File: src/sv/deq_pkg.sv
`default_nettype none
// ----------------------------------------------------------------------------
// deq_pkg: shared types and constants for the double-ended queue
// Sizes, operation codes, ring arithmetic and the control/result structs.
// ----------------------------------------------------------------------------
package deq_pkg;

    // Storage geometry
    localparam int DEPTH      = 16;
    localparam int DATA_WIDTH = 32;
    localparam int ADDR_W     = (DEPTH > 1) ? $clog2(DEPTH) : 1;
    localparam int CNT_W      = $clog2(DEPTH + 1);

    // Fixed port widths
    localparam int KIND_W     = 3;
    localparam int WORD_W     = 32;
    localparam int COUNT_W    = 5;

    // Operation codes
    localparam logic [KIND_W-1:0] KIND_PUSH_FRONT = 3'd0;
    localparam logic [KIND_W-1:0] KIND_PUSH_BACK  = 3'd1;
    localparam logic [KIND_W-1:0] KIND_POP_FRONT  = 3'd2;
    localparam logic [KIND_W-1:0] KIND_POP_BACK   = 3'd3;
    localparam logic [KIND_W-1:0] KIND_CLEAR      = 3'd4;

    // Store access issued for one transfer
    typedef struct packed {
        logic                  wr_en;
        logic                  rd_en;
        logic [ADDR_W-1:0]     addr;
        logic [DATA_WIDTH-1:0] wdata;
    } deq_acc_t;

    // Status of one operation
    typedef struct packed {
        logic             ok;
        logic             pop;
        logic [CNT_W-1:0] count;
    } deq_res_t;

    // (base + off) mod DEPTH; base < DEPTH and off <= DEPTH
    function automatic logic [ADDR_W-1:0] ring_add(input logic [ADDR_W-1:0] base,
                                                   input logic [CNT_W-1:0]  off);
        logic [CNT_W:0] sum;
        sum = (CNT_W+1)'(base) + (CNT_W+1)'(off);
        if (sum >= (CNT_W+1)'(DEPTH))
            sum = sum - (CNT_W+1)'(DEPTH);
        return ADDR_W'(sum);
    endfunction

endpackage
`default_nettype wire

File: src/sv/deq_ram.sv
`default_nettype none
// ----------------------------------------------------------------------------
// deq_ram: generic single-port synchronous RAM
// One write and/or one read per cycle on one address; read data registered, held between reads.
// ----------------------------------------------------------------------------
module deq_ram #(
    parameter int WIDTH = 32,
    parameter int DEPTH = 16
) (
    input  wire logic                                   clk,
    input  wire logic                                   wr_en,
    input  wire logic                                   rd_en,
    input  wire logic [((DEPTH > 1) ? $clog2(DEPTH) : 1)-1:0] addr,
    input  wire logic [WIDTH-1:0]                       wdata,
    output logic      [WIDTH-1:0]                       rdata
);

    logic [WIDTH-1:0] mem [DEPTH];

    // Write port and registered read
    always_ff @(posedge clk)
    begin
        if (wr_en)
            mem[addr] <= wdata;
        if (rd_en)
            rdata <= mem[addr];
    end

endmodule
`default_nettype wire

File: src/sv/deq_ctrl.sv
`default_nettype none
// ----------------------------------------------------------------------------
// deq_ctrl: front pointer and element count of the ring
// Decodes the operation, issues the store access and updates the pointer and count.
// ----------------------------------------------------------------------------
module deq_ctrl (
    input  wire logic                          clk,
    input  wire logic                          rst_n,
    input  wire logic                          accept,
    input  wire logic [deq_pkg::KIND_W-1:0]    kind,
    input  wire logic [deq_pkg::WORD_W-1:0]    data,
    output deq_pkg::deq_acc_t                  acc,
    output deq_pkg::deq_res_t                  res
);
    import deq_pkg::*;

    logic [ADDR_W-1:0] front_reg, front_next;
    logic [CNT_W-1:0]  count_reg, count_next;
    logic              full, empty;

    assign full  = (count_reg == CNT_W'(DEPTH));
    assign empty = (count_reg == '0);

    // Operation decode
    always_comb
    begin
        front_next = front_reg;
        count_next = count_reg;
        acc.wr_en  = 1'b0;
        acc.rd_en  = 1'b0;
        acc.addr   = front_reg;
        acc.wdata  = DATA_WIDTH'(data);
        res.ok     = 1'b0;
        res.pop    = 1'b0;
        case (kind)
            KIND_PUSH_FRONT:
            begin
                if (!full)
                begin
                    front_next = (front_reg == '0) ? ADDR_W'(DEPTH - 1)
                                                   : front_reg - 1'b1;
                    acc.addr   = front_next;
                    acc.wr_en  = 1'b1;
                    count_next = count_reg + 1'b1;
                    res.ok     = 1'b1;
                end
            end
            KIND_PUSH_BACK:
            begin
                if (!full)
                begin
                    acc.addr   = ring_add(front_reg, count_reg);
                    acc.wr_en  = 1'b1;
                    count_next = count_reg + 1'b1;
                    res.ok     = 1'b1;
                end
            end
            KIND_POP_FRONT:
            begin
                if (!empty)
                begin
                    acc.addr   = front_reg;
                    acc.rd_en  = 1'b1;
                    front_next = ring_add(front_reg, CNT_W'(1));
                    count_next = count_reg - 1'b1;
                    res.ok     = 1'b1;
                    res.pop    = 1'b1;
                end
            end
            KIND_POP_BACK:
            begin
                if (!empty)
                begin
                    acc.addr   = ring_add(front_reg, count_reg - 1'b1);
                    acc.rd_en  = 1'b1;
                    count_next = count_reg - 1'b1;
                    res.ok     = 1'b1;
                    res.pop    = 1'b1;
                end
            end
            KIND_CLEAR:
            begin
                front_next = '0;
                count_next = '0;
                res.ok     = 1'b1;
            end
            default:
            begin
                // unused codes leave the state alone
            end
        endcase
        // only a real transfer touches the store
        acc.wr_en = acc.wr_en & accept;
        acc.rd_en = acc.rd_en & accept;
        res.count = count_next;
    end

    // Pointer and count registers
    always_ff @(posedge clk or negedge rst_n)
    begin
        if (!rst_n)
        begin
            front_reg <= '0;
            count_reg <= '0;
        end
        else if (accept)
        begin
            front_reg <= front_next;
            count_reg <= count_next;
        end
    end

endmodule
`default_nettype wire

File: src/sv/double_ended_queue.sv
`default_nettype none
// ----------------------------------------------------------------------------
// double_ended_queue: bounded deque of data words in a ring store
// Top level: input handshake, result pipeline and the store RAM.
// ----------------------------------------------------------------------------
// At the transfer edge the status of an operation is latched in the pending
// register while the single-port store does its registered read. The output
// register loads from the pending register once the output side is free, and
// the result is then valid. A new operation can be taken every cycle: the front
// pointer and count update at the transfer, and the store port is used once
// per operation, so the sustained rate is one item per clock while the
// result side keeps taking. Pops on an empty deque and pushes on a full one
// return ok low with the state unchanged. Clear only resets the pointer and
// count; there is no clearing pass after reset.
module double_ended_queue (
    input  wire logic                        clk,
    input  wire logic                        rst_n,
    input  wire logic                        in_valid,
    output logic                             in_ready,
    input  wire logic [deq_pkg::KIND_W-1:0]  kind,
    input  wire logic [deq_pkg::WORD_W-1:0]  data,
    output logic                             out_valid,
    input  wire logic                        out_ready,
    output logic      [deq_pkg::WORD_W-1:0]  data_out,
    output logic                             ok,
    output logic      [deq_pkg::COUNT_W-1:0] count,
    output logic                             empty_res
);
    import deq_pkg::*;

    logic                  accept;
    logic                  pend_move;
    deq_acc_t              acc;
    deq_res_t              res;
    logic [DATA_WIDTH-1:0] rdata;

    logic                  pend_valid_reg, pend_valid_next;
    deq_res_t              pend_reg;
    logic                  out_valid_reg, out_valid_next;
    logic [DATA_WIDTH-1:0] out_data_reg;
    logic                  out_ok_reg;
    logic [CNT_W-1:0]      out_count_reg;

    // Handshake
    assign pend_move = pend_valid_reg && (!out_valid_reg || out_ready);
    assign in_ready  = !pend_valid_reg || pend_move;
    assign accept    = in_valid && in_ready;

    deq_ctrl u_ctrl (
        .clk    (clk),
        .rst_n  (rst_n),
        .accept (accept),
        .kind   (kind),
        .data   (data),
        .acc    (acc),
        .res    (res)
    );

    deq_ram #(
        .WIDTH (DATA_WIDTH),
        .DEPTH (DEPTH)
    ) u_ram (
        .clk   (clk),
        .wr_en (acc.wr_en),
        .rd_en (acc.rd_en),
        .addr  (acc.addr),
        .wdata (acc.wdata),
        .rdata (rdata)
    );

    // Valid flags
    always_comb
    begin
        pend_valid_next = pend_valid_reg;
        if (accept)
            pend_valid_next = 1'b1;
        else if (pend_move)
            pend_valid_next = 1'b0;

        out_valid_next = out_valid_reg;
        if (pend_move)
            out_valid_next = 1'b1;
        else if (out_ready)
            out_valid_next = 1'b0;
    end

    always_ff @(posedge clk or negedge rst_n)
    begin
        if (!rst_n)
        begin
            pend_valid_reg <= 1'b0;
            out_valid_reg  <= 1'b0;
        end
        else
        begin
            pend_valid_reg <= pend_valid_next;
            out_valid_reg  <= out_valid_next;
        end
    end

    // Pending status and output payload
    always_ff @(posedge clk)
    begin
        if (accept)
            pend_reg <= res;
        if (pend_move)
        begin
            out_data_reg  <= pend_reg.pop ? rdata : '0;
            out_ok_reg    <= pend_reg.ok;
            out_count_reg <= pend_reg.count;
        end
    end

    assign out_valid = out_valid_reg;
    assign data_out  = WORD_W'(out_data_reg);
    assign ok        = out_ok_reg;
    assign count     = COUNT_W'(out_count_reg);
    assign empty_res = (out_count_reg == '0);

endmodule
`default_nettype wire
File: config.mk
export PLATFORM = sky130hd
export DESIGN_NAME = double_ended_queue
export DESIGN_NICKNAME = d
export VERILOG_FILES = /design/src/sv/deq_pkg.sv /design/src/sv/deq_ram.sv /design/src/sv/deq_ctrl.sv /design/src/sv/double_ended_queue.sv
export SDC_FILE = /design/constraint.sdc
export NUM_CORES = 1
export LEC_CHECK = 0
export BUFFER_PORTS_ARGS = -buffer_cell sky130_fd_sc_hd__buf_2
export CORE_UTILIZATION = 65
export DETAILED_ROUTE_END_ITERATION = 6
export PLACE_DENSITY = 0.83
export SYNTH_ARGS = -nofsm -noshare
export SYNTH_HDL_FRONTEND = slang
export SYNTH_SLANG_ARGS = --single-unit
File: constraint.sdc
create_clock -name clk -period 11.65 [get_ports clk]
set_input_delay 1.165 -clock clk [delete_from_list [all_inputs] [get_ports clk]]
set_output_delay 1.165 -clock clk [all_outputs]
set_load 0.01 [all_outputs]
======== Word-level counts from Yosys, hierarchy flattened ========
Memories as Yosys holds them, arrays and structs flattened. A register that Yosys moved wholly into a read port is not among the register bits.
Index checks and enable logic that the tools add are counted.
word-level totals
  flip-flop bits (word level) ............. 56
  memory bits (writable) .................. 512
  logic and storage cells ................. 72
  memories kept ........................... 1
memories
  name       depth  width  rd ports  clocked after memory_dff  wr ports  line           RTL
  u_ram.mem  16     32     1         1                         1         deq_ram.sv:18  logic [WIDTH-1:0] mem [DEPTH];
cells by class
  add/sub/neg operators ................... 9
  $lt $le $gt $ge ......................... 3
  equality and inequality tests ........... 6
  muxes and demuxes ....................... 25
  bitwise logic cells ..................... 2
  reductions and logical operators ........ 16
operators by type and width
  kind                                                  number
  2-to-1 mux 4 bit                                      7
  2-to-1 mux 5 bit                                      4
  one-hot mux 4 bit (4 select lines)                    1
  subtractor 4 x 1 -> 4 bit (second input constant)     4
  one-hot mux 5 bit (3 select lines)                    1
  adder 4 x 5 -> 6 bit                                  2
  >= comparator 6 x 5 -> 1 bit (second input constant)  2
  one-hot mux 4 bit (3 select lines)                    1
  zero test 5 bit                                       2
  2-to-1 mux 1 bit                                      8
  equality test 3 x 2 -> 1 bit (second input constant)  2
  adder 4 x 1 -> 5 bit (second input constant)          1
  adder 5 x 1 -> 5 bit (second input constant)          1
  equality test 5 bit (second input constant)           1
  >= comparator 5 bit (second input constant)           1
  subtractor 5 x 1 -> 5 bit (second input constant)     1
  zero test 4 bit                                       1
  nonzero test 2 bit                                    2
  OR reduction 2 bit                                    2
  equality test 3 x 1 -> 1 bit (second input constant)  1
  equality test 3 bit (second input constant)           1
  zero test 3 bit                                       1
  one-hot mux 1 bit (3 select lines)                    1
  AND reduction 3 bit                                   1
  8 further kinds                                       12

======== Logic depth before layout (Yosys ltp) ========
  depth after elaboration ................. 8
  gate-level depth with buffers ........... 12
  depth with buffers taken out ............ 11

======== Modules after synthesis ========
A second synthesis with hierarchy kept.
second synthesis, totals
  cell total of the unflattened synthesis .. 1151
  area total of the unflattened synthesis .. 23573.9 sq um
by module, submodules not included
  module              instances  cells an instance  area each (sq um)
  deq_ram             1          840                20183.1
  deq_ctrl            1          221                1727.9
  double_ended_queue  1          90                 1662.8

======== Worst setup path after synthesis ========
Ideal clock, no wire load.
  path kind ............................... input-to-reg
  start ................................... input kind[1] in the netlist's numbering
  end ..................................... memory u_ram.mem[10][0], enable pin
  setup time .............................. 0.392 ns
  data arrival time ....................... 3.839 ns
  required time ........................... 11.258 ns
  path slack .............................. 7.419 ns
  cell stages on the path ................. 8
  path buffers ............................ 2
  cells stage by stage .................... clkbuf_1 > or2_2 > o41ai_1 > o221a_2 > a41oi_1 > a21oi_1 > clkbuf_1 > and3_1
on the way
  longest elaborated chain between the ends .. 6
RTL lines
  element                                                          line                      RTL
  from (decl)                                                      double_ended_queue.sv:20  input wire logic [deq_pkg::KIND_W-1:0] kind,
  equality test 3 x 1 -> 1 bit or zero test 3 bit (tied branches)  deq_ctrl.sv:35            case (kind)
  OR reduction 2 bit (no source line)                              --
  2-to-1 mux 1 bit                                                 --
  bitwise AND 1 bit                                                deq_ctrl.sv:93            acc.wr_en = acc.wr_en & accept;
  2-to-1 mux 1 bit                                                 deq_ram.sv:23             if (wr_en)
  2-to-1 mux 1 bit (not written as such)                           deq_ram.sv:24             mem[addr] <= wdata;
  to (decl)                                                        deq_ram.sv:18
Parallel ways exist; a longest one is shown, timed or not.

======== Worst setup path after layout ========
  start ................................... register u_ctrl.count_reg[1]
  end ..................................... memory u_ram.mem[15][7], enable pin
on the way
  longest elaborated chain between the ends .. 6
RTL lines
  element                                                                 line                                           RTL
  from (decl)                                                             deq_ctrl.sv:18                                 logic [CNT_W-1:0] count_reg, count_next;
  from (signal assigned)                                                  deq_ctrl.sv:109                                count_reg <= count_next;
  subtractor 5 x 1 -> 5 bit or equality test 5 bit (tied branches)        deq_ctrl.sv:74, deq_ctrl.sv:21
  adder 4 x 5 -> 6 bit or 2-to-1 mux 1 bit (tied branches)                deq_pkg.sv:45, deq_ctrl.sv:38, deq_ctrl.sv:50
  >= comparator 6 x 5 -> 1 bit, or another cell as far along              deq_pkg.sv:46                                  if (sum >= (CNT_W+1)'(DEPTH))
  2-to-1 mux 4 bit or bitwise AND 1 bit (tied branches)                   deq_pkg.sv:46, deq_ctrl.sv:93
  2-to-1 mux 5 bit or 2-to-1 mux 1 bit (tied branches)                    deq_ctrl.sv:72, deq_ram.sv:23
  one-hot mux 4 bit (4 select lines) or 2-to-1 mux 1 bit (tied branches)  deq_ctrl.sv:35, deq_ram.sv:24
Parallel ways exist; a longest one is shown, timed or not.

==> results.env <==
SYNTHFLOPTYPE='edfxtp_1'
FIN_WORST_SKEW_PS=19.9
DP_HPWL_UM=23300
END_KIND='flip-flop'
CLK-INSERTION-DELAY-LATE_PS=580
REG2REGPATHDEPTH=8
INITIAL_UTILIZATION=0.668
PATH_BUF_INV=2
FINAL.FILL_COUNT=1863
HOLD-PATH-ENDPOINT='count[1]'
DESIGN.FINAL.NETS=1247
POST_ROUTE_MINIMUM_PERIOD_PS=4820
DRTANTENNAVIOLNETS=0
MAIN_COMBINATIONAL_CELL_FAMILY_BY_AREA_AFTER_SYNTHESIS='multiplexers'
SYNTH-SEQ-AREA-SHARE=0.770
YS_ASYNC_SR_FRACTION=0.0183
TIMING.FINAL.HOLD_VIOLATIONS=0
DRC_VIOLATIONS=0
ANTENNA_FOUND_INITIAL=3
SYNTH_SIMPLE_GATE_AREA_FRAC=0.0369
SEQCELLAREA_MM2=0.0180
LARGEST_AREA_CONTRIBUTOR_IN_THE_NETLIST='edfxtp_1'
POST_SYNTH_INSTANCE_AREA_MM2=0.0233
PORTION_OF_NETLIST_AREA_OCCUPIED_BY_MUX_CELLS=0.128
GRT_START_MAX_NET_PINS=142
DIEWIDTH_UM=191
CTS_ROOT_BUF='clkbuf_16'
FIRST_PASS_ITERS=5
TIMING.HOLD.WORST_PATH_DEPTH=0
WORSTSETUPPATHTYPE='flip-flop to flip-flop'
SYNTH-ADDER-AREA-SHARE=0.00762
FINALMAXSLEWVIOLATIONS=0
CRIT_FAMILY='simple AND/OR/NAND/NOR gates'
NUMCTSBUFFERS=56
RESULT_OF_THE_RUN='finished, final reports clean'
ROUTE.FINAL.WIRE_LENGTH_UM=51600
NUMBER_OF_CELLS_PRODUCED_BY_SYNTHESIS=1104
LARGEST_REG_FLOPS=512
POST_SYNTH_EDFFS=589
OVERFLOW=0
TIMING.SETUP.TNS_PS=0
TOP_LEVEL_PORTS=80
SLEW-LIMIT-HEADROOM=0.172
MAX_FLOP_REGISTER='u_ram.mem'
GRT_PASS1_WL_UM=75700
CORE_REGION_AREA_MM2=0.0349
RSZ0062_AT_GRT='false'
TIMING.RR.END='u_ram.mem[15][7]'
RATIO_OF_FINAL_MINIMUM_PERIOD_TO_CLOCK_PERIOD=0.414
VIA_COUNT_OF_THE_FIRST_GLOBAL_ROUTING_PASS=11900
SETUP_SLACK_REG_TO_REG_PS=6830
POWER-PER-CELL-AREA_mW_PER_MM2=231
SYNTH_MOST_COMMON_CELL='edfxtp_1'
LEAKAGEPOWER_nW=8.47
SYNTH_AREA_PER_CELL_UM2=21.1
FINALHOLDWORSTSLACK_PS=420
TIMING.CRITICAL_PATH.CELLS='inv_1 -> ha_1 -> nor4bb_4 -> a22oi_1 -> o211ai_4 -> buf_4 -> nor2b_1 -> and3b_2'
MAX_SLEW.WORST_PIN.SLEW_PS=1240
FMAX_MHz=207
SYNTH_XOR_AREA_FRAC=0.00150
CTS.REPAIR_TIMING.SETUP_BUFFER_COUNT=0
YS.WARNINGS.COUNT=0
UTILIZATION=0.743
FINAL_NUMBER_OF_SETUP_VIOLATING_ENDPOINTS=0
CRITICAL-PATH-MAX-STAGE-DELAY_PS=1100
PORT_BUFFERS=79
SYN_NETS=1156
DRT-INITIAL-DRC-COUNT=1556
CTS_REPAIR_RESIZE_COUNT=0
CLK_PIN_SLEW_PS=70
CRIT-REG2REG-LAUNCH='u_ctrl.count_reg[1]'
HOLD_CRIT_CLASS='flip-flop to flip-flop'
VIA_PER_INST=6.89
NUM_VIAS=11700
DIE-AREA_MM2=0.0366
SYNTH.LIB_CELLS_USED.DISTINCT=60
LAYOUT-AREA-OVERHEAD-VS-SYNTH_PCT=11.1
POSTSYNTHREGISTERBITS=600
TIMING.CRITICAL_PATH.REQUIRED_PS=11830
CTS.SINKS=600
CP_SLOWEST_CELL='and3b_2'
DRIVE_GT1_FRAC=0.276
SYNTH-COMPOUND-AREA-SHARE=0.0395
WORST_VDD_RAIL_IR_DROP_mV=0.232
POST_CTS_HOLD_BUFFER_COUNT=0
HTREEDEPTH=2
DIE_H_UM=191
STD_CELL_ROWS=68
FINISH.CELL_COUNT_WITHOUT_FILLERS=1699
CRITICAL_PATH_PEAK_FANOUT=62
FIN_TOTAL_PWR_mW=5.98
TRACK_USAGE=0.294
MAXCAPVIOLCOUNT=0
MULTI_INPUT_AREA_MM2=0.00505
CTS.PATH.MAX_BUFFERS=3
CRITPATHARRIVALTIME_PS=5000
GP_CONGESTION=0.854
CLOCK_TREE_FROM_TRITONCTS='built'
YS_TOP_CELLS_BY_COUNT='edfxtp_1, mux4_2, a22oi_1'
TIMING.HOLD.WORST.START='pend_reg[1]'
SYNTH.TOP_CELLS.BY_AREA='edfxtp_1, mux4_2, a22oi_1'
CELL_COUNT_POST_PLACEMENT=1592
YOSYSTOPAREACELLSHARE=0.759
ROUTE.DETAILED.WL_PER_INST_UM=30.4
CP-START-KIND='flip-flop'
-- cell families after synthesis --
| group | count (synthesis) |
|---|---|
| buf+inv | 70 |
| mux | 136 |
| flops | 600 |
| simple gates | 157 |
| fa+ha+maj | 13 |
| xor+xnor | 4 |
| compound gates | 124 |
-- worst max-delay path by stage --
stage | from | endpoint | slack [ps] | cells after the start
after CTS | u_ctrl.count_reg[0] | u_ram.rdata[27] | 6880 | 10
final | u_ctrl.count_reg[1] | u_ram.mem[15][7] | 6830 | 8
after detailed placement | u_ctrl.count_reg[1] | u_ram.rdata[11] | 6930 | 10
after global routing | u_ctrl.count_reg[1] | u_ram.rdata[20] | 6660 | 10
after floorplan | kind[1] | u_ram.mem[10][0] | 7420 | 8
after global placement | kind[1] | u_ram.mem[2][0] | 7060 | 7
-- report_power, final --
group / total [mW] / switching, mW / internal, mW / leakage [nW]
Clock: 1.79 / 0.785 / 1.01 / 0.890
Sequential: 2.60 / 0.0752 / 2.53 / 5.47
Combinational: 1.58 / 0.895 / 0.687 / 2.11
Total: 5.98 / 1.76 / 4.22 / 8.47
-- per-layer routing --
layer	global-route usage	vias to the layer above	wire length (µm)
met1	0.399	6086	19200
met3	0.0446	108	4150
li1	-	4772	-
met5	0	-	0
met4	0.111	0	1500
met2	0.491	739	26800
-- layout by cell type, fill, tap and decap left out, drive strengths merged, types with 7 or more instances in the layout --
cell type and count:
o21ai 10, nor2 20, and3 10, a22oi 65
nand2 52, nand3 7, inv 13, edfxtp 589
dfrtp 11, buf 91, clkinv 32, clkbuf 67
ha 11, and2 37, a21oi 19, mux4 129
-- final cells by class --
cell class	instances	area share
tap	455	0.0220
multi-input combinational	434	0.195
antenna	3	0.000290
clock buffer	67	0.0580
timing repair buffer	91	0.0192
sequential	600	0.693
inverter	12	0.00174
clock inverter	37	0.0109
-- metrics by stage --
step	setup WS (ps)	cell area (µm²)
final	6830	25900
after global routing	6660	25900
after CTS	6880	25900
after global placement	7060	24100
after detailed placement	6930	24100
after floorplan	7420	23300
Note: power is estimated with default switching activity, not from simulation.
